`src/rtl/cpcr_pkg.sv`:
```
// ---------------------------------------------------------------------------
// cpcr_pkg
// widths, pipeline payload types and helpers for the collision pipeline
// ---------------------------------------------------------------------------
package cpcr_pkg;

  localparam int COORD_W  = 32;
  localparam int RAD_W    = 24;
  localparam int MIND_W   = RAD_W + 1;
  localparam int MAG_W    = MIND_W;
  localparam int SQ_W     = 2 * MAG_W;
  localparam int FRAC_W   = 16;
  localparam int QUO_W    = FRAC_W + 1;
  localparam int NORM_W   = QUO_W + 1;
  localparam int SEP_W    = MIND_W - 1;
  localparam int WIDE_W   = 40;

  localparam int FRONT_STAGES   = 4;
  localparam int SQRT_STEPS     = MAG_W;
  localparam int DIV_STEPS      = QUO_W;
  localparam int RESOLVE_STAGES = 5;
  localparam int PIPE_STAGES    = FRONT_STAGES + SQRT_STEPS + DIV_STEPS + RESOLVE_STAGES;
  localparam int STEP_W         = 5;
  localparam int SQRT_TOP       = 2 * (SQRT_STEPS - 1);

  localparam logic signed [WIDE_W-1:0] SAT_HI = 40'sh00_7FFF_FFFF;
  localparam logic signed [WIDE_W-1:0] SAT_LO = 40'shFF_8000_0000;

  typedef struct packed {
    logic [COORD_W-1:0] x;
    logic [COORD_W-1:0] y;
    logic [COORD_W-1:0] vx;
    logic [COORD_W-1:0] vy;
  } cpcr_circle_t;

  typedef struct packed {
    cpcr_circle_t c1;
    cpcr_circle_t c2;
  } cpcr_pair_t;

  // carried through the square root steps
  typedef struct packed {
    cpcr_pair_t          pair;
    logic                neg_x;
    logic                neg_y;
    logic [MAG_W-1:0]    adx;
    logic [MAG_W-1:0]    ady;
    logic [MIND_W-1:0]   mind;
    logic                contact;
    logic [SQ_W-1:0]     rem;
    logic [SQ_W-1:0]     root;
  } cpcr_sqrt_t;

  // carried through the divider steps
  typedef struct packed {
    cpcr_pair_t          pair;
    logic                neg_x;
    logic                neg_y;
    logic                lsb_x;
    logic                lsb_y;
    logic                contact;
    logic [MAG_W-1:0]    span;
    logic [SEP_W-1:0]    sep;
    logic [MAG_W-1:0]    rx;
    logic [MAG_W-1:0]    ry;
    logic [QUO_W-1:0]    qx;
    logic [QUO_W-1:0]    qy;
  } cpcr_div_t;

  typedef struct packed {
    cpcr_pair_t pair;
    logic       overlapping;
    logic       impulse;
  } cpcr_result_t;

  // clamp to the signed 32-bit range
  function automatic logic [COORD_W-1:0] cpcr_sat(input logic signed [WIDE_W-1:0] v);
    logic [COORD_W-1:0] r;
    if (v > SAT_HI) begin
      r = SAT_HI[COORD_W-1:0];
    end else if (v < SAT_LO) begin
      r = SAT_LO[COORD_W-1:0];
    end else begin
      r = v[COORD_W-1:0];
    end
    return r;
  endfunction

  // hand the square root result over to the divider
  function automatic cpcr_div_t cpcr_div_init(input cpcr_sqrt_t s);
    cpcr_div_t          d;
    logic [MIND_W-1:0]  diff;
    diff      = s.mind - s.root[MAG_W-1:0];
    d.pair    = s.pair;
    d.neg_x   = s.neg_x;
    d.neg_y   = s.neg_y;
    d.lsb_x   = s.adx[0];
    d.lsb_y   = s.ady[0];
    d.contact = s.contact;
    d.span    = s.root[MAG_W-1:0];
    d.sep     = diff[MIND_W-1:1];
    d.rx      = {1'b0, s.adx[MAG_W-1:1]};
    d.ry      = {1'b0, s.ady[MAG_W-1:1]};
    d.qx      = '0;
    d.qy      = '0;
    return d;
  endfunction

endpackage

```
`src/rtl/cpcr_div_step.sv`:
```
// ---------------------------------------------------------------------------
// cpcr_div_step
// one quotient bit of both normal divisions, restoring, registered
// ---------------------------------------------------------------------------
module cpcr_div_step (
  input  logic                         clk,
  input  logic                         en,
  input  logic [cpcr_pkg::STEP_W-1:0]  step,
  input  cpcr_pkg::cpcr_div_t          d_in,
  output cpcr_pkg::cpcr_div_t          d_out
);

  localparam int MW = cpcr_pkg::MAG_W;

  logic            inx_c, iny_c, gex_c, gey_c;
  logic [MW:0]     rx2_c, ry2_c, subx_c, suby_c;
  cpcr_pkg::cpcr_div_t d_nxt, d_r;

  // only the first step brings in a dividend bit, the rest shift in zeros
  assign inx_c  = (step == '0) ? d_in.lsb_x : 1'b0;
  assign iny_c  = (step == '0) ? d_in.lsb_y : 1'b0;
  assign rx2_c  = {d_in.rx, inx_c};
  assign ry2_c  = {d_in.ry, iny_c};
  assign subx_c = rx2_c - {1'b0, d_in.span};
  assign suby_c = ry2_c - {1'b0, d_in.span};
  assign gex_c  = rx2_c >= {1'b0, d_in.span};
  assign gey_c  = ry2_c >= {1'b0, d_in.span};

  always_comb begin
    d_nxt    = d_in;
    d_nxt.rx = gex_c ? subx_c[MW-1:0] : rx2_c[MW-1:0];
    d_nxt.ry = gey_c ? suby_c[MW-1:0] : ry2_c[MW-1:0];
    d_nxt.qx = {d_in.qx[cpcr_pkg::QUO_W-2:0], gex_c};
    d_nxt.qy = {d_in.qy[cpcr_pkg::QUO_W-2:0], gey_c};
  end

  always_ff @(posedge clk) begin
    if (en) begin
      d_r <= d_nxt;
    end
  end

  assign d_out = d_r;

endmodule

```
`config.mk`:
```
export PLATFORM = sky130hd
export DESIGN_NAME = cpcr_div_step
export DESIGN_NICKNAME = d
export VERILOG_FILES = /design/src/rtl/cpcr_pkg.sv /design/src/rtl/cpcr_div_step.sv
export SDC_FILE = /design/constraint.sdc
export NUM_CORES = 1
export LEC_CHECK = 0
export BUFFER_PORTS_ARGS = -buffer_cell sky130_fd_sc_hd__buf_4
export CORE_AREA = 2 2 307 309
export DETAILED_ROUTE_END_ITERATION = 7
export DIE_AREA = 0 0 309 311
export GPL_ROUTABILITY_DRIVEN = 0
export MAX_ROUTING_LAYER = met4
export PLACE_DENSITY_LB_ADDON = 0.2
export SYNTH_ARGS = -nofsm -noshare
export SYNTH_HDL_FRONTEND = slang
export SYNTH_SLANG_ARGS = --single-unit
```
`constraint.sdc`:
```
create_clock -name clk -period 3.7 [get_ports clk]
set_input_delay 0 -clock clk [delete_from_list [all_inputs] [get_ports clk]]
set_output_delay 0 -clock clk [all_outputs]
set_load 0.1 [all_outputs]
```
==> flow_summary.ini <==
[setup_path]
endpoint_kind = register
worstSetupPathType = in -> reg
cp-endpoint = d_out[78]
crit_required_ns = 4.05
crit_start = step[1]
start_kind = input pin
worstPathArrival_ns = 3.47
cp_max_fo = 6

[floorplanning]
core_area_sq_um = 92770
die-area_sq_um = 96100
start_util = 0.1635
rows = 112
die_x_um = 309
ios = 795
die_h_um = 311

[detailed_routing]
vias_per_cell = 3.696
num_vias = 12710
wl_per_cell_um = 20.69
first_pass_iters = 5
wirelength_um = 71140
drt_iter0_drc = 661
ant_nets = 0
drc = 0

[logic_synthesis]
synth_ff_type = edfxtp_1
synthArstFlopShare = 0
synth_top_area_frac = 0.7798
synth-edff-count = 394
ys_ff_latch = 394
synth_cell_types = 67
synth_cells = 883
synthTopCellsByArea = edfxtp_1 (78%), ha_1 (4.1%), o21ai_0 (1.5%), a21oi_1 (1.4%), nand2_1 (1.3%)
syn_avg_cell_area_sq_um = 17.18
synth_top_cell_by_area = edfxtp_1
syn-num-nets = 1336
seq_area_frac_synth = 0.7798
synth_area_sq_um = 15170
ys_warn_count = 0

[final_layout]
nFillCells = 9438
multiInputGateArea_sq_um = 3114
regArea_sq_um = 11830
area_growth_pct = 87.66
layout_commonest_cell = buf_4
drive_gt1_frac = 0.4189
final_nets = 2584
final_cell_mix = buf_4 (810), edfxtp_1 (394), dlygate4sd3_1 (392), nand2_1 (54), clkbuf_16 (51)
fin_cells = 3438
largest_register_ffs = 394

[place]
hpwl_um = 56480
dp_cells = 2941
port_buffers = 792

[clocking]
post-cts-setup-buffer-count = 0
cts-root-buf = clkbuf_16
path_clk_slew_ns = 0.06
cts_tree = built
cts_resized = 0
h-tree-depth = 2
clockBufferDepth = 3
cts_inserted_buffers = 50
cts_sinks = 394

[timing]
relSlewSlack = 0.3992
period_share = 0.8429
rsz0062_at_grt = false
period_minus_slack_ns = 3.119
setup_viol_count_final = 0
timing.fmax_mhz = 320.7
finalHoldViolations = 0
slew_viol_final = 0
tightest_slew_ns = 0.9011

[pwr]
p_leak_nw = 11.77
finalPower_mw = 15.50
powerDensity_nw_per_um2 = 544.4
ir_drop_v = 0.0003549

[global_route]
grt_max_degree = 82
antenna_found_initial = 18
grt_pass1_wl_um = 96790
grt.total_usage = 0.1454
grt_overflow_total = 0
first_global_vias = 13370

[min_path]
min_path_type = in -> reg

[run_status]
status = finished, final reports clean

[flow_run]
maxCapViolations = 0
[critical path, stage by stage]
cell	delay, ns
buf_4	0.10
or4_1	0.50
nor2_1	0.18
buf_4	0.15
nand2_1	0.10
ha_1	0.23
fa_1	0.41
nor2b_1	0.16
o31a_1	0.16
o21ai_1	0.08
a21boi_2	0.23
o221a_2	0.27
a21oi_4	0.07
o31ai_4	0.27
buf_4	0.22
mux2_1	0.33
[worst min-delay path by stage]
stage	startpoint	endpoint	cells after the start
floorplan	d_in[100]	d_out[100]	0
global placement	d_in[169]	d_out[169]	1
detailed placement	d_in[326]	d_out[326]	1
CTS	d_in[58]	d_out[35]	4
global route	d_in[347]	d_out[347]	2
finish	d_in[58]	d_out[35]	4
[cells in the mapped netlist (3+ instances only)]
cell      count
o21a_1        7
or2_2         4
xnor2_1      19
a21o_1       16
o31a_1        3
nor2b_1       9
and3_1        4
a31oi_1       4
o41ai_1       3
clkbuf_1      5
mux2_1       17
or3_1         4
nand3_1      12
mux2_2        6
ha_1         50
a21oi_1      41
o21ai_0      45
o31ai_1       3
a211oi_1      4
nand4_1       6
nand2_1      54
buf_2         4
o21bai_1      6
o21ai_1       4
inv_1        45
nor3_1       10
xor2_1       13
nand2b_1      9
edfxtp_1    394
nor2_1       32
o211ai_1      3
[metrics by stage]
stage	TNS [ns]	instance area [sq um]	hold WS (ns)	worst slack, ns	util
CTS	0	28440	0.01465	0.5392	0.3065
detailed placement	-2.750	22880	0.1792	-0.1384	0.2466
finish	0	28470	0.03176	0.5813	0.3069
global placement	-2.580	22880	0.1780	-0.1282	0.2466
floorplan	0	15170	0.09887	0.4206	-
global route	0	28470	0.05386	0.3911	0.3069
[per-layer routing]
layer,vias up,global-route usage,part of all wire
li1,5928,-,-
met1,6199,0.1525,0.38
met2,501,0.2592,0.52
met3,80,0.04373,0.076
met4,0,0.04523,0.029
met5,-,-,0
[what timing repair did]
action                     CTS  global route
hold endpoints to repair   447             0
hold buffers               392             0
setup endpoints to repair    0             0
[kinds of logic after synthesis]
group / synth area share
xor+xnor: 0.01847
flops: 0.7798
simple gates: 0.05162
fa+ha+maj: 0.04387
mux: 0.01839
buf+inv: 0.01550
compound gates: 0.07233
[final cells by class]
cell class,instances,share of cell area
sequential,394,0.4155
antenna,14,0.001230
tap,1254,0.05511
clock inverter,27,0.01085
timing repair buffer,1208,0.3554
inverter,45,0.005933
clock buffer,64,0.04654
multi-input combinational,432,0.1094
[where the power goes]
part           switching (mW)  internal, mW
clock                    2.03          2.89
sequential              0.140          5.38
combinational            3.76          1.29
(Power assumes the default switching activity.)
