<file path="config.mk">
export PLATFORM = sky130hd
export DESIGN_NAME = cpcr_sqrt_step
export DESIGN_NICKNAME = d
export VERILOG_FILES = /design/src/rtl/cpcr_pkg.sv /design/src/rtl/cpcr_sqrt_step.sv
export SDC_FILE = /design/constraint.sdc
export NUM_CORES = 1
export LEC_CHECK = 0
export ABC_CLOCK_PERIOD_IN_PS = 8100
export BUFFER_PORTS_ARGS = -buffer_cell sky130_fd_sc_hd__buf_2
export CORE_AREA = 2 2 337 339
export DETAILED_ROUTE_END_ITERATION = 8
export DIE_AREA = 0 0 339 341
export PLACE_DENSITY = 0.41
export SYNTH_ARGS = -nofsm -noshare
export SYNTH_HDL_FRONTEND = slang
export SYNTH_SLANG_ARGS = --single-unit
</file>
<file path="constraint.sdc">
create_clock -name clk -period 8.1 [get_ports clk]
set_input_delay 0.81 -clock clk [delete_from_list [all_inputs] [get_ports clk]]
set_output_delay 0.81 -clock clk [all_outputs]
set_load 0.005 [all_outputs]
</file>
<file path="src/rtl/cpcr_pkg.sv">
// ---------------------------------------------------------------------------
// cpcr_pkg
// widths, pipeline payload types and helpers for the collision pipeline
// ---------------------------------------------------------------------------
package cpcr_pkg;

  localparam int COORD_W  = 32;
  localparam int RAD_W    = 24;
  localparam int MIND_W   = RAD_W + 1;
  localparam int MAG_W    = MIND_W;
  localparam int SQ_W     = 2 * MAG_W;
  localparam int FRAC_W   = 16;
  localparam int QUO_W    = FRAC_W + 1;
  localparam int NORM_W   = QUO_W + 1;
  localparam int SEP_W    = MIND_W - 1;
  localparam int WIDE_W   = 40;

  localparam int FRONT_STAGES   = 4;
  localparam int SQRT_STEPS     = MAG_W;
  localparam int DIV_STEPS      = QUO_W;
  localparam int RESOLVE_STAGES = 5;
  localparam int PIPE_STAGES    = FRONT_STAGES + SQRT_STEPS + DIV_STEPS + RESOLVE_STAGES;
  localparam int STEP_W         = 5;
  localparam int SQRT_TOP       = 2 * (SQRT_STEPS - 1);

  localparam logic signed [WIDE_W-1:0] SAT_HI = 40'sh00_7FFF_FFFF;
  localparam logic signed [WIDE_W-1:0] SAT_LO = 40'shFF_8000_0000;

  typedef struct packed {
    logic [COORD_W-1:0] x;
    logic [COORD_W-1:0] y;
    logic [COORD_W-1:0] vx;
    logic [COORD_W-1:0] vy;
  } cpcr_circle_t;

  typedef struct packed {
    cpcr_circle_t c1;
    cpcr_circle_t c2;
  } cpcr_pair_t;

  // carried through the square root steps
  typedef struct packed {
    cpcr_pair_t          pair;
    logic                neg_x;
    logic                neg_y;
    logic [MAG_W-1:0]    adx;
    logic [MAG_W-1:0]    ady;
    logic [MIND_W-1:0]   mind;
    logic                contact;
    logic [SQ_W-1:0]     rem;
    logic [SQ_W-1:0]     root;
  } cpcr_sqrt_t;

  // carried through the divider steps
  typedef struct packed {
    cpcr_pair_t          pair;
    logic                neg_x;
    logic                neg_y;
    logic                lsb_x;
    logic                lsb_y;
    logic                contact;
    logic [MAG_W-1:0]    span;
    logic [SEP_W-1:0]    sep;
    logic [MAG_W-1:0]    rx;
    logic [MAG_W-1:0]    ry;
    logic [QUO_W-1:0]    qx;
    logic [QUO_W-1:0]    qy;
  } cpcr_div_t;

  typedef struct packed {
    cpcr_pair_t pair;
    logic       overlapping;
    logic       impulse;
  } cpcr_result_t;

  // clamp to the signed 32-bit range
  function automatic logic [COORD_W-1:0] cpcr_sat(input logic signed [WIDE_W-1:0] v);
    logic [COORD_W-1:0] r;
    if (v > SAT_HI) begin
      r = SAT_HI[COORD_W-1:0];
    end else if (v < SAT_LO) begin
      r = SAT_LO[COORD_W-1:0];
    end else begin
      r = v[COORD_W-1:0];
    end
    return r;
  endfunction

  // hand the square root result over to the divider
  function automatic cpcr_div_t cpcr_div_init(input cpcr_sqrt_t s);
    cpcr_div_t          d;
    logic [MIND_W-1:0]  diff;
    diff      = s.mind - s.root[MAG_W-1:0];
    d.pair    = s.pair;
    d.neg_x   = s.neg_x;
    d.neg_y   = s.neg_y;
    d.lsb_x   = s.adx[0];
    d.lsb_y   = s.ady[0];
    d.contact = s.contact;
    d.span    = s.root[MAG_W-1:0];
    d.sep     = diff[MIND_W-1:1];
    d.rx      = {1'b0, s.adx[MAG_W-1:1]};
    d.ry      = {1'b0, s.ady[MAG_W-1:1]};
    d.qx      = '0;
    d.qy      = '0;
    return d;
  endfunction

endpackage

</file>
<file path="src/rtl/cpcr_sqrt_step.sv">
// ---------------------------------------------------------------------------
// cpcr_sqrt_step
// one result bit of the integer square root, registered
// ---------------------------------------------------------------------------
module cpcr_sqrt_step (
  input  logic                         clk,
  input  logic                         en,
  input  logic [cpcr_pkg::STEP_W-1:0]  step,
  input  cpcr_pkg::cpcr_sqrt_t         d_in,
  output cpcr_pkg::cpcr_sqrt_t         d_out
);

  logic [5:0]                    shamt_c;
  logic [cpcr_pkg::SQ_W-1:0]     one_c;
  logic [cpcr_pkg::SQ_W:0]       trial_c;
  logic                          ge_c;
  cpcr_pkg::cpcr_sqrt_t          d_nxt, d_r;

  // trial subtract of root plus the current bit
  assign shamt_c = 6'(cpcr_pkg::SQRT_TOP) - {step, 1'b0};
  assign one_c   = cpcr_pkg::SQ_W'(1) << shamt_c;
  assign trial_c = {1'b0, d_in.root} + {1'b0, one_c};
  assign ge_c    = {1'b0, d_in.rem} >= trial_c;

  always_comb begin
    d_nxt = d_in;
    if (ge_c) begin
      d_nxt.rem  = d_in.rem - trial_c[cpcr_pkg::SQ_W-1:0];
      d_nxt.root = (d_in.root >> 1) + one_c;
    end else begin
      d_nxt.root = d_in.root >> 1;
    end
  end

  always_ff @(posedge clk) begin
    if (en) begin
      d_r <= d_nxt;
    end
  end

  assign d_out = d_r;

endmodule

</file>
==> reports/qor.yml, run 1 <==
outcome:
  status: "finished clean"
routing:
  drcViolationCount: 0
  drt-initial-drc-count: 1323
  via_per_inst: 4.27
  antenna_left: 0
  routed_wl_um: 122000
  via_count: 17504
  routedWlPerCell_um: 29.8
  drt_pass1_iterations: 5
die:
  die_area_sq_um: 116000
  fp.dieH_um: 341
  top_level_ports: 875
  start_util_pct: 18.5
  core-area_sq_um: 112000
  rows: 123
  dieWidth_um: 339
power_and_ir_drop:
  clockPowerShare_pct: 40.3
  p_per_area_nw_per_um2: 226
  sequentialPowerShare_pct: 43.1
  ir_drop_mv: 0.155
  p_int_uw: 4640
  power.net_switching_uw: 1860
  power_frac_comb_pct: 16.5
  power_switching_share_pct: 28.7
  p_leak_uw: 0.0118
final_layout:
  largest_register_ffs: 434
  fillers: 12046
  final_util_pct: 25.7
  drive_gt1_share_pct: 39.0
  synthToLayoutAreaGrowth_pct: 39.2
  nets: 3067
grt:
  grt_overflow_total: 0
  grt_max_degree: 140
  grt_use_total_pct: 20.3
  grt_pass1_wl_um: 158000
  antenna_found_initial: 101
  grt_pass1_vias: 17016
yosys:
  ys_types: 73
  synthFlopType: "edfxtp_1"
  syn_inst: 1635
  ys_seq_area_share_pct: 63.1
  yosys_warnings: 0
  yosys_register_bits: 434
  synth_largest_area_cell: "edfxtp_1"
  syn-cell-area_sq_um: 20700
  syn_nets: 2169
  async_flop_share_pct: 0
  avgSynthCellArea_sq_um: 12.6
  synth-edff-count: 434
  synth_top_area_share_pct: 63.1
  synth.area.top_cells: "edfxtp_1 63%, ha_1 5.6%, nand2_1 3.5%"
clocking:
  post_cts_resized: 0
  clk_path_buf_depth: 3
  numCtsBuffers: 56
  post_cts_buffers: 0
  cts_tree: "done"
  cts_hold_buf: 0
  cts_htree_levels: 2
  root_buffer: "clkbuf_16"
  clkSinkCount: 434
  clk_pin_slew_ps: 60
worst_setup_path:
  critical_path_required_ps: 8470
  cpMostUsedCell: "ha_1"
  slowest_stage: "or3_4"
  worstPathMaxFanout: 53
  cp_num_buf_inv: 3
  cp_top_family: "compound AO/OA/AOI/OAI gates"
  crit_type: "input port to flop"
  cp.arrival_ps: 7380
  critPathMaxStageDelay_ps: 580
  start_kind: "input port"
  end_kind: "flop"
timing:
  timing.hold.ws_ps: 318
  fin_crit_sh_pct: 86.5
  relSlewSlack_pct: 25.4
  setup_violations: 0
  rsz0062_at_grt: "no"
  clock.fmax_mhz: 143
  fin_ws_ps: 1090
  fin_setup_tns_ps: 0
  fin_crit_ps: 7010
  worst_pin_slew_ps: 1120
  drv_slew: 0
  hold_viol_final: 0
run:
  cap_violations: 0
placement:
  pre_cts_slack_ps: 520
  gp_congestion: 0.868
  hpwl_um: 103000
  port_buffers: 874
min_path:
  hp-class: "input port to flop"
power by group through the flow:
stage | combinational [uW] | sequential [uW] | clock, uW
floorplan | 400 | 2840 | 0
global placement | 1100 | 2860 | 0
detailed placement | 1100 | 2850 | 0
CTS | 1110 | 2810 | 2740
global route | 1180 | 2820 | 2800
finish | 1080 | 2800 | 2620
cells in the mapped netlist, types with 4 or more instances:
cell type	number
a211oi_1	7
a21boi_0	8
a21o_1	30
a21oi_1	90
a31o_2	8
a31oi_1	37
a41o_1	6
and2_1	18
and3_1	11
and4_1	6
buf_2	5
buf_6	7
clkbuf_1	35
clkbuf_2	5
edfxtp_1	434
ha_1	92
inv_1	20
maj3_1	4
nand2_1	192
nand2b_1	14
nand3_1	22
nand4_1	28
nor2_1	110
nor2b_1	19
nor3_1	19
nor4_1	7
o2111ai_1	6
o211ai_1	6
o21a_1	16
o21ai_0	105
o21ai_1	28
o21bai_1	13
o31a_1	4
o31ai_1	11
or2_2	7
or3_1	6
xnor2_1	69
xor2_1	78
cell usage in the layout (no fill, tap or decap), types with 22 or more instances in the layout:
cell,instances
a21o_1,30
a21oi_1,90
a31oi_1,37
buf_2,873
clkbuf_16,57
edfxtp_1,434
ha_1,92
nand2_1,192
nand3_1,22
nand4_1,28
nor2_1,110
o21ai_0,105
o21ai_1,28
xnor2_1,69
xor2_1,78
per-layer routing:
layer / wire [um] / up-vias / GRT usage [%]
li1: - / 8000 / -
met1: 47500 / 8506 / 23.8
met2: 57000 / 751 / 33.0
met3: 15100 / 181 / 10.5
met4: 2190 / 66 / 3.84
met5: 443 / - / 0
path summary, 6_finish.rpt:
path	depth (start not counted)	slack [ps]	start	end
worst max-delay path	26	1090	step[0]	d_out[79]
worst min-delay path	1	320	d_in[104]	d_out[104]
layout make-up:
cell class / instances / area (sq um) / area share [%]
sequential: 434 / 13000 / 45.3
multi-input combinational: 1124 / 7250 / 25.2
timing repair buffer: 897 / 4590 / 16.0
tap: 1500 / 1880 / 6.52
clock buffer: 67 / 1460 / 5.09
clock inverter: 36 / 419 / 1.46
inverter: 20 / 75.1 / 0.261
antenna: 19 / 47.5 / 0.165
through the flow:
stage	power (uW)	cell area, sq um	cells
3_5_place_dp	3950	26800	3975
2_1_floorplan	3240	20700	1635
6_report	6500	28800	4097
5_1_grt	6800	28700	4084
4_1_cts	6650	28700	4078
3_3_place_gp	3960	26800	3975
kinds of logic (layout without fill, tap and decap cells):
kind of cell / count (synthesis) / in the layout / synth area share [%]
buffers and inverters: 77 / 1020 / 1.85
xor gates and xnor gates: 147 / 147 / 6.23
DFF: 434 / 434 / 63.1
and+or+nand+nor: 473 / 473 / 10.6
adders and majority gates: 97 / 97 / 5.86
muxes: 1 / 1 / 0.0485
AOI/OAI and AO/OA: 406 / 406 / 12.3
other: 0 / 19 / 0
(Power assumes the default switching activity.)
==> run 2, diff against run 1 <==
--- a/config.mk
+++ b/config.mk
@@ -5,11 +5,12 @@
 export SDC_FILE = /design/constraint.sdc
 export NUM_CORES = 1
 export LEC_CHECK = 0
-export ABC_CLOCK_PERIOD_IN_PS = 8100
+export ABC_CLOCK_PERIOD_IN_PS = 9100
 export BUFFER_PORTS_ARGS = -buffer_cell sky130_fd_sc_hd__buf_2
 export CORE_AREA = 2 2 337 339
 export DETAILED_ROUTE_END_ITERATION = 8
 export DIE_AREA = 0 0 339 341
+export MAX_ROUTING_LAYER = met4
 export PLACE_DENSITY = 0.41
 export SYNTH_ARGS = -nofsm -noshare
 export SYNTH_HDL_FRONTEND = slang
==> constraint.sdc (replaced) <==
create_clock -name clk -period 9.1 [get_ports clk]
set_input_delay 0.91 -clock clk [delete_from_list [all_inputs] [get_ports clk]]
set_output_delay 0.91 -clock clk [all_outputs]
set_load 0.005 [all_outputs]
==> reports/qor.yml, run 2 (synthesis results as in run 1) <==
outcome:
  status: "finished clean"
power_and_ir_drop:
  ir_drop_mv: 0.134
  power.net_switching_uw: 1630
  clockPowerShare_pct: 39.9
  p_int_uw: 4100
  sequentialPowerShare_pct: 43.6
  finalPower_uw: 5730
  p_leak_uw: 0.0117
  power_frac_comb_pct: 16.6
  p_per_area_nw_per_um2: 200
  power_switching_share_pct: 28.5
timing:
  clock.fmax_mhz: 136
  fin_crit_sh_pct: 80.5
  hold_viol_final: 0
  fin_crit_ps: 7330
  fin_ws_ps: 1770
  setup_violations: 0
  worst_pin_slew_ps: 1110
  rsz0062_at_grt: "no"
  fin_setup_tns_ps: 0
  relSlewSlack_pct: 25.7
  drv_slew: 0
worst_setup_path:
  cp.arrival_ps: 7710
  crit_type: "input port to flop"
  cp_top_family: "compound AO/OA/AOI/OAI gates"
  cpMostUsedCell: "a31oi_1"
  critPathMaxStageDelay_ps: 820
  start_kind: "input port"
  cp_num_buf_inv: 2
  critical_path_required_ps: 9480
  slowest_stage: "or3_4"
  end_kind: "flop"
  worstPathMaxFanout: 81
routing:
  routedWlPerCell_um: 29.7
  drcViolationCount: 0
  drt-initial-drc-count: 1663
  via_per_inst: 4.24
  antenna_left: 0
  routed_wl_um: 122000
  drt_pass1_iterations: 6
  via_count: 17428
placement:
  gp_congestion: 0.903
  pre_cts_slack_ps: 1050
  port_buffers: 874
  hpwl_um: 103000
grt:
  grt_overflow_total: 0
  grt_pass1_wl_um: 158000
  grt_pass1_vias: 16915
  grt_use_total_pct: 20.9
  antenna_found_initial: 99
  grt_max_degree: 142
min_path:
  hp-class: "input port to flop"
clocking:
  clk_pin_slew_ps: 60
  cts_hold_buf: 0
  clk_path_buf_depth: 3
  cts_htree_levels: 2
  root_buffer: "clkbuf_16"
  numCtsBuffers: 56
  post_cts_resized: 0
  cts_tree: "done"
  post_cts_buffers: 0
  clkSinkCount: 434
die:
  top_level_ports: 875
  rows: 123
  dieWidth_um: 339
  start_util_pct: 18.5
  die_area_sq_um: 116000
  core-area_sq_um: 112000
  fp.dieH_um: 341
final_layout:
  drive_gt1_share_pct: 38.7
  final_common_cell: "buf_2"
  final_cell_mix: "873 x buf_2, 434 x edfxtp_1, 192 x nand2_1"
  largest_register_ffs: 434
  synthToLayoutAreaGrowth_pct: 38.9
  nets: 3053
  final_util_pct: 25.7
run:
  cap_violations: 0
-- run 2: power groups by stage --
stage / Combinational [uW] / Clock [uW] / Sequential [uW]
5_1_grt: 1040 / 2450 / 2510
6_report: 948 / 2280 / 2500
3_3_place_gp: 974 / 0 / 2540
4_1_cts: 976 / 2380 / 2500
2_1_floorplan: 356 / 0 / 2530
3_5_place_dp: 970 / 0 / 2530
-- run 2: area by class of cell --
type / instances / area, sq um
Inverter: 20 / 75.1
Tap cell: 1500 / 1880
Clock inverter: 41 / 417
Timing Repair Buffer: 883 / 4490
Clock buffer: 63 / 1430
Antenna cell: 50 / 125
Multi-Input combinational cell: 1124 / 7260
Sequential cell: 434 / 13000
Fill cell: 12067 / 83200
-- run 2: routing by layer --
metal	global-route usage, %	vias to the layer above	share of wire (%)
met4	3.59	0	1.9
met5	-	-	0
met3	10.6	130	12
met2	33.0	775	46
li1	-	8029	-
met1	23.8	8494	40
-- run 2: path summary, 6_finish.rpt --
kind,to,slack [ps],start,depth (start not counted)
setup / recovery,d_out[23],1770,step[3],26
hold / removal,d_out[200],440,d_in[200],1
-- run 2: stage by stage --
stage	hold WS, ps	area (sq um)	instances
after floorplan	1010	20700	1635
after detailed placement	1090	26700	3961
after CTS	363	28600	4065
final	440	28700	4115
after global placement	1090	26700	3961
after global routing	378	28700	4099
