$ cat src/rtl/cpcr_pkg.sv
// ---------------------------------------------------------------------------
// cpcr_pkg
// widths, pipeline payload types and helpers for the collision pipeline
// ---------------------------------------------------------------------------
package cpcr_pkg;

  localparam int COORD_W  = 32;
  localparam int RAD_W    = 24;
  localparam int MIND_W   = RAD_W + 1;
  localparam int MAG_W    = MIND_W;
  localparam int SQ_W     = 2 * MAG_W;
  localparam int FRAC_W   = 16;
  localparam int QUO_W    = FRAC_W + 1;
  localparam int NORM_W   = QUO_W + 1;
  localparam int SEP_W    = MIND_W - 1;
  localparam int WIDE_W   = 40;

  localparam int FRONT_STAGES   = 4;
  localparam int SQRT_STEPS     = MAG_W;
  localparam int DIV_STEPS      = QUO_W;
  localparam int RESOLVE_STAGES = 5;
  localparam int PIPE_STAGES    = FRONT_STAGES + SQRT_STEPS + DIV_STEPS + RESOLVE_STAGES;
  localparam int STEP_W         = 5;
  localparam int SQRT_TOP       = 2 * (SQRT_STEPS - 1);

  localparam logic signed [WIDE_W-1:0] SAT_HI = 40'sh00_7FFF_FFFF;
  localparam logic signed [WIDE_W-1:0] SAT_LO = 40'shFF_8000_0000;

  typedef struct packed {
    logic [COORD_W-1:0] x;
    logic [COORD_W-1:0] y;
    logic [COORD_W-1:0] vx;
    logic [COORD_W-1:0] vy;
  } cpcr_circle_t;

  typedef struct packed {
    cpcr_circle_t c1;
    cpcr_circle_t c2;
  } cpcr_pair_t;

  // carried through the square root steps
  typedef struct packed {
    cpcr_pair_t          pair;
    logic                neg_x;
    logic                neg_y;
    logic [MAG_W-1:0]    adx;
    logic [MAG_W-1:0]    ady;
    logic [MIND_W-1:0]   mind;
    logic                contact;
    logic [SQ_W-1:0]     rem;
    logic [SQ_W-1:0]     root;
  } cpcr_sqrt_t;

  // carried through the divider steps
  typedef struct packed {
    cpcr_pair_t          pair;
    logic                neg_x;
    logic                neg_y;
    logic                lsb_x;
    logic                lsb_y;
    logic                contact;
    logic [MAG_W-1:0]    span;
    logic [SEP_W-1:0]    sep;
    logic [MAG_W-1:0]    rx;
    logic [MAG_W-1:0]    ry;
    logic [QUO_W-1:0]    qx;
    logic [QUO_W-1:0]    qy;
  } cpcr_div_t;

  typedef struct packed {
    cpcr_pair_t pair;
    logic       overlapping;
    logic       impulse;
  } cpcr_result_t;

  // clamp to the signed 32-bit range
  function automatic logic [COORD_W-1:0] cpcr_sat(input logic signed [WIDE_W-1:0] v);
    logic [COORD_W-1:0] r;
    if (v > SAT_HI) begin
      r = SAT_HI[COORD_W-1:0];
    end else if (v < SAT_LO) begin
      r = SAT_LO[COORD_W-1:0];
    end else begin
      r = v[COORD_W-1:0];
    end
    return r;
  endfunction

  // hand the square root result over to the divider
  function automatic cpcr_div_t cpcr_div_init(input cpcr_sqrt_t s);
    cpcr_div_t          d;
    logic [MIND_W-1:0]  diff;
    diff      = s.mind - s.root[MAG_W-1:0];
    d.pair    = s.pair;
    d.neg_x   = s.neg_x;
    d.neg_y   = s.neg_y;
    d.lsb_x   = s.adx[0];
    d.lsb_y   = s.ady[0];
    d.contact = s.contact;
    d.span    = s.root[MAG_W-1:0];
    d.sep     = diff[MIND_W-1:1];
    d.rx      = {1'b0, s.adx[MAG_W-1:1]};
    d.ry      = {1'b0, s.ady[MAG_W-1:1]};
    d.qx      = '0;
    d.qy      = '0;
    return d;
  endfunction

endpackage

$ cat src/rtl/cpcr_front.sv
// ---------------------------------------------------------------------------
// cpcr_front
// deltas, radius sum, bounding test, squares and exact contact test
// ---------------------------------------------------------------------------
module cpcr_front (
  input  logic                            clk,
  input  logic                            en,
  input  cpcr_pkg::cpcr_pair_t            pair_in,
  input  logic [cpcr_pkg::RAD_W-1:0]      r1_in,
  input  logic [cpcr_pkg::RAD_W-1:0]      r2_in,
  output cpcr_pkg::cpcr_sqrt_t            sq_out
);

  localparam int DW = cpcr_pkg::COORD_W + 1;

  // stage 1 registers
  cpcr_pkg::cpcr_pair_t              s1_pair_r;
  logic signed [DW-1:0]              s1_dx_r, s1_dy_r;
  logic [cpcr_pkg::MIND_W-1:0]       s1_mind_r;
  // stage 2 registers
  cpcr_pkg::cpcr_pair_t              s2_pair_r;
  logic                              s2_neg_x_r, s2_neg_y_r, s2_near_r;
  logic [cpcr_pkg::MAG_W-1:0]        s2_adx_r, s2_ady_r;
  logic [cpcr_pkg::MIND_W-1:0]       s2_mind_r;
  // stage 3 registers
  cpcr_pkg::cpcr_pair_t              s3_pair_r;
  logic                              s3_neg_x_r, s3_neg_y_r, s3_near_r;
  logic [cpcr_pkg::MAG_W-1:0]        s3_adx_r, s3_ady_r;
  logic [cpcr_pkg::MIND_W-1:0]       s3_mind_r;
  logic [cpcr_pkg::SQ_W-1:0]         s3_dx2_r, s3_dy2_r, s3_m2_r;
  // stage 4 register
  cpcr_pkg::cpcr_sqrt_t              s4_r;

  logic signed [DW-1:0]              dx_c, dy_c;
  logic [DW-1:0]                     adx_c, ady_c;
  logic [cpcr_pkg::SQ_W:0]           d2_c;
  logic                              contact_c;

  // exact centre deltas
  assign dx_c = $signed({pair_in.c2.x[31], pair_in.c2.x}) -
                $signed({pair_in.c1.x[31], pair_in.c1.x});
  assign dy_c = $signed({pair_in.c2.y[31], pair_in.c2.y}) -
                $signed({pair_in.c1.y[31], pair_in.c1.y});

  always_ff @(posedge clk) begin
    if (en) begin
      s1_pair_r <= pair_in;
      s1_dx_r   <= dx_c;
      s1_dy_r   <= dy_c;
      s1_mind_r <= {1'b0, r1_in} + {1'b0, r2_in};
    end
  end

  // magnitudes and bounding box test
  assign adx_c = s1_dx_r[DW-1] ? DW'(-s1_dx_r) : DW'(s1_dx_r);
  assign ady_c = s1_dy_r[DW-1] ? DW'(-s1_dy_r) : DW'(s1_dy_r);

  always_ff @(posedge clk) begin
    if (en) begin
      s2_pair_r  <= s1_pair_r;
      s2_neg_x_r <= s1_dx_r[DW-1];
      s2_neg_y_r <= s1_dy_r[DW-1];
      s2_adx_r   <= adx_c[cpcr_pkg::MAG_W-1:0];
      s2_ady_r   <= ady_c[cpcr_pkg::MAG_W-1:0];
      s2_mind_r  <= s1_mind_r;
      s2_near_r  <= (adx_c < DW'(s1_mind_r)) && (ady_c < DW'(s1_mind_r));
    end
  end

  // squares
  always_ff @(posedge clk) begin
    if (en) begin
      s3_pair_r  <= s2_pair_r;
      s3_neg_x_r <= s2_neg_x_r;
      s3_neg_y_r <= s2_neg_y_r;
      s3_near_r  <= s2_near_r;
      s3_adx_r   <= s2_adx_r;
      s3_ady_r   <= s2_ady_r;
      s3_mind_r  <= s2_mind_r;
      s3_dx2_r   <= s2_adx_r * s2_adx_r;
      s3_dy2_r   <= s2_ady_r * s2_ady_r;
      s3_m2_r    <= s2_mind_r * s2_mind_r;
    end
  end

  // squared distance against squared radius sum
  assign d2_c      = {1'b0, s3_dx2_r} + {1'b0, s3_dy2_r};
  assign contact_c = s3_near_r && (d2_c != '0) && (d2_c < {1'b0, s3_m2_r});

  always_ff @(posedge clk) begin
    if (en) begin
      s4_r.pair    <= s3_pair_r;
      s4_r.neg_x   <= s3_neg_x_r;
      s4_r.neg_y   <= s3_neg_y_r;
      s4_r.adx     <= s3_adx_r;
      s4_r.ady     <= s3_ady_r;
      s4_r.mind    <= s3_mind_r;
      s4_r.contact <= contact_c;
      s4_r.rem     <= d2_c[cpcr_pkg::SQ_W-1:0];
      s4_r.root    <= '0;
    end
  end

  assign sq_out = s4_r;

endmodule

$ cat config.mk
export PLATFORM = sky130hd
export DESIGN_NAME = cpcr_front
export DESIGN_NICKNAME = d
export VERILOG_FILES = /design/src/rtl/cpcr_pkg.sv /design/src/rtl/cpcr_front.sv
export SDC_FILE = /design/constraint.sdc
export NUM_CORES = 2
export LEC_CHECK = 0
export BUFFER_PORTS_ARGS = -buffer_cell sky130_fd_sc_hd__buf_2
export CORE_MARGIN = 4
export CORE_UTILIZATION = 50
export CTS_CLUSTER_SIZE = 25
export DETAILED_ROUTE_END_ITERATION = 8
export PLACE_DENSITY = 0.68
export SYNTH_ARGS = -nofsm -noshare
export SYNTH_HDL_FRONTEND = slang
export SYNTH_SLANG_ARGS = --single-unit
$ cat constraint.sdc
create_clock -name clk -period 13.14 [get_ports clk]
set_input_delay 1.314 -clock clk [delete_from_list [all_inputs] [get_ports clk]]
set_output_delay 1.314 -clock clk [all_outputs]
set_load 0.05 [all_outputs]
==> impl_results.md <==
* RSZ-0062 raised after global routing: false
* Share of synthesized registers carrying an async set or reset at 0
* Area Overhead vs Synth at 11.55%
* # rows at 172
* IO Pins at 740
* Die area at 228100 um2
* CP max FO at 26
* CP arrival at 9330 ps
* Post-synthesis compound-gate area fraction at 0.05174
* Worst-margin pin slew at 1351 ps
* Worst Hold Launch: s1_pair_r[134]$_DFFE_PP_
* Mapped Cells at 9004
* Mux cell area share after synthesis at 0.0009644
* Commonest non-fill, non-tap cell in the layout: inv_1
* Clk slew on worst S/H paths at 60 ps
* Final Slew Violations at 0
* Worst R2R End: s3_dy2_r[48]$_DFFE_PP_
* Die W at 477.6 um
* Cts hold-fix bufs at 0
* H-tree levels at 4
* Relative max-transition margin at 0.09910
* Setup Skew at 52.04 ps
* Total Neg Setup Slack at 0 ps
* First-pass GRT wire length at about 410000 um
* DRT iter0 DRCs at 4217
* Maxcap violations at 0
* Endpoints failing hold at 0
* Post-synth top flop: edfxtp_1
* Synth Register Bits at approximately 1500
* Post_cts resized at 0
* Critical path class: reg2reg
* Skew-Pair Late Insertion Delay at 820 ps
* Startpoint types: register
* FF-to-FF setup slack at 4490 ps
* Final ANT Viol Nets at 0
* Synth Area in XOR/XNOR at 0.02557
* FF-to-FF path depth at 26
* Minimum clock period after layout at 8652 ps
* Register area share after synthesis at 0.4201
* DR vias at 66380
* Syn Std Cell Area at 110300 um2
* Antenna violations before repair at 29
* Port Buffer Count at around 690
* CTS buffer count at roughly 170
* GRT Residual Overflow at 0
* Fillers at 18080
* Synth Warn # at 0
* Layout Nets at roughly 12000
* Final period util at 0.6585
* Number of setup buffers added after CTS at 0
* CTS tree: yes
* Final setup fails at 0
* Post-Synth Adder-Cell Area at 0.3447
* Via/cell ratio at a little over 5
* Final WL at 261700 um
* Req. time, crit path at 13820 ps
* Root cell of the clock tree: clkbuf_16
* Share of cells above drive strength 1 at 0.1109
* Worst r2r src: s2_ady_r[7]$_DFFE_PP_
* Drt first pass iters at 5
* Worst Hold Class: reg2reg
* Largest net degree at the start of global routing at 196
* Crit path to: s3_dy2_r[48]$_DFFE_PP_
* GR Util All Layers at 0.2326
* Vias in the first global route at 72340
* Core ar. at 219500 um2
* Crit path from: s2_ady_r[7]$_DFFE_PP_
* Initial Util at 0.5024
* Final GP Congestion at a little over 0.9
* Status: complete, no violations
* Clk buf depth at 3
* Drt wl/cell at 20.44 um
* F_max at roughly 120 MHz
* Largest family of logic cells by synthesized area: adder cells
* Leading cell types in the layout, fill and taps excluded: 2189 x inv_1, 1543 x edfxtp_1, 1401 x fa_1, 797 x ha_1, 688 x buf_2
* DR DRC count at 0
* Clock sink total at roughly 1500
* Die Height at 477.6 um
* Post-synth EDFFs at 1543
* Avg Synthesized Cell Area at 12.25 um2
* Count of different cell masters after synthesis at 98
* Worst setup EP type: register
* Dpl hpwl at 203700 um
* Synth Area in Simple Gates at 0.07254
## per-stage QoR
| stage | worst slack (ps) | utilization | hold WS (ps) | std cells | area (um2) |
|---|---|---|---|---|---|
| 3_3_place_gp | 4741 | 0.5346 | 400.3 | 12490 | 117300 |
| 2_1_floorplan | 5649 | - | 400.3 | 9053 | 110500 |
| 3_5_place_dp | 4632 | 0.5346 | 404.5 | 12490 | 117300 |
| 5_1_grt | 3930 | 0.5603 | 398.7 | 12790 | 123000 |
| 6_report | 4488 | 0.5604 | 391.4 | 12810 | 123000 |
| 4_1_cts | 4607 | 0.5602 | 380.1 | 12780 | 123000 |
## sequential cells by signal (all words and copies together), names as in the netlist, 33 cells and up
| signal | count |
|---|---|
| s2_pair_r | 256 |
| s1_dx_r | 33 |
| s3_dx2_r | 48 |
| s1_dy_r | 33 |
| s1_pair_r | 256 |
| s3_dy2_r | 48 |
| sq_out | 384 |
| s3_pair_r | 256 |
| s3_m2_r | 48 |
## layout make-up
cell class,count,area (um2),area share
multi-input cells,5086,54840,0.4458
flip-flops and latches,1543,46330,0.3767
inverters,2190,8220,0.06682
repair buffers,798,4357,0.03542
clock buffers,194,4302,0.03497
well taps,2871,3592,0.02920
clock inverters,102,1320,0.01073
diodes,21,52.55,0.0004272
## synthesized netlist by cell type, types with 5 or more instances
| library cell | number | area [um2] |
|---|---|---|
| buf_4 | 50 | 375.4 |
| buf_2 | 5 | 25.02 |
| nor2_1 | 251 | 942.2 |
| mux2i_1 | 5 | 50.05 |
| clkbuf_1 | 177 | 664.4 |
| a31oi_1 | 28 | 175.2 |
| a22o_1 | 6 | 52.55 |
| nand2b_1 | 59 | 369.1 |
| a21o_1 | 145 | 1089 |
| inv_1 | 2189 | 8217 |
| nand2_1 | 652 | 2447 |
| nor2b_1 | 58 | 362.9 |
| edfxtp_1 | 1543 | 46330 |
| ha_1 | 797 | 9972 |
| a211oi_1 | 28 | 210.2 |
| o21a_1 | 36 | 270.3 |
| mux2_2 | 5 | 56.30 |
| fa_1 | 1401 | 28050 |
| nand3_1 | 47 | 235.2 |
| nand4_1 | 47 | 294.0 |
| o21bai_1 | 36 | 270.3 |
| and3_1 | 31 | 193.9 |
| o211ai_1 | 9 | 67.56 |
| o21ai_0 | 160 | 800.8 |
| o211a_1 | 5 | 50.05 |
| or4_1 | 7 | 52.55 |
| a211o_1 | 13 | 113.9 |
| a21boi_0 | 13 | 97.59 |
| or3_1 | 18 | 112.6 |
| a2111oi_0 | 8 | 70.07 |
| or2_2 | 13 | 81.33 |
| nor3_1 | 45 | 225.2 |
| nor4_1 | 15 | 93.84 |
| o41ai_1 | 12 | 105.1 |
| xnor2_1 | 229 | 2006 |
| xor2_1 | 93 | 814.5 |
| o21ai_1 | 6 | 30.03 |
| and2_1 | 365 | 2283 |
| and4_1 | 5 | 43.79 |
| a21oi_1 | 243 | 1216 |
| a311oi_1 | 6 | 52.55 |
| o31ai_1 | 27 | 202.7 |
## routing by layer
| metal | share of wire | up-vias | global-route usage |
|---|---|---|---|
| met5 | 0.00086 | - | 0 |
| met4 | 0.052 | 36 | 0.1110 |
| met1 | 0.40 | 33400 | 0.2941 |
| met3 | 0.077 | 511 | 0.05593 |
| met2 | 0.47 | 2128 | 0.3786 |
| li1 | - | 30300 | - |
## worst min path at each step
stage | to | slack [ps] | cells after the start
2_1_floorplan | s2_pair_r[0]$_DFFE_PP_ | 400 | 0
3_3_place_gp | s3_pair_r[174]$_DFFE_PP_ | 400 | 0
3_5_place_dp | s2_pair_r[102]$_DFFE_PP_ | 400 | 0
4_1_cts | s2_pair_r[189]$_DFFE_PP_ | 380 | 0
5_1_grt | s2_pair_r[189]$_DFFE_PP_ | 400 | 0
6_report | s2_pair_r[134]$_DFFE_PP_ | 390 | 0
## kinds of logic (layout without fill, tap and decap cells)
family | Yosys count | after routing
buffers and inverters | 2424 | 3284
adder cells (fa/ha/maj) | 2198 | 2198
XOR/XNOR | 322 | 322
other | 1 | 71
multiplexers | 10 | 10
AO/OA/AOI/OAI | 863 | 863
flip-flops | 1543 | 1543
AND/OR/NAND/NOR | 1643 | 1643
## worst max-delay path, cell delays in order (launching register included)
cell	delay [ps]
edfxtp_1	1250
nand2_1	260
fa_1	590
inv_1	60
fa_1	500
inv_1	50
fa_1	530
inv_1	50
fa_1	500
fa_1	440
fa_1	490
inv_1	50
fa_1	470
inv_1	40
ha_1	370
a2111o_1	460
nor2_1	100
o21ai_0	100
o211ai_1	130
o21a_1	180
a31oi_1	140
o41ai_1	790
o21bai_1	270
nand4_1	190
a31oi_1	120
nor4b_1	260
a211o_1	150
Power is left out: the tool's default activity adds up to more than one toggle a clock period on the data nets, which glitch-free logic cannot reach.
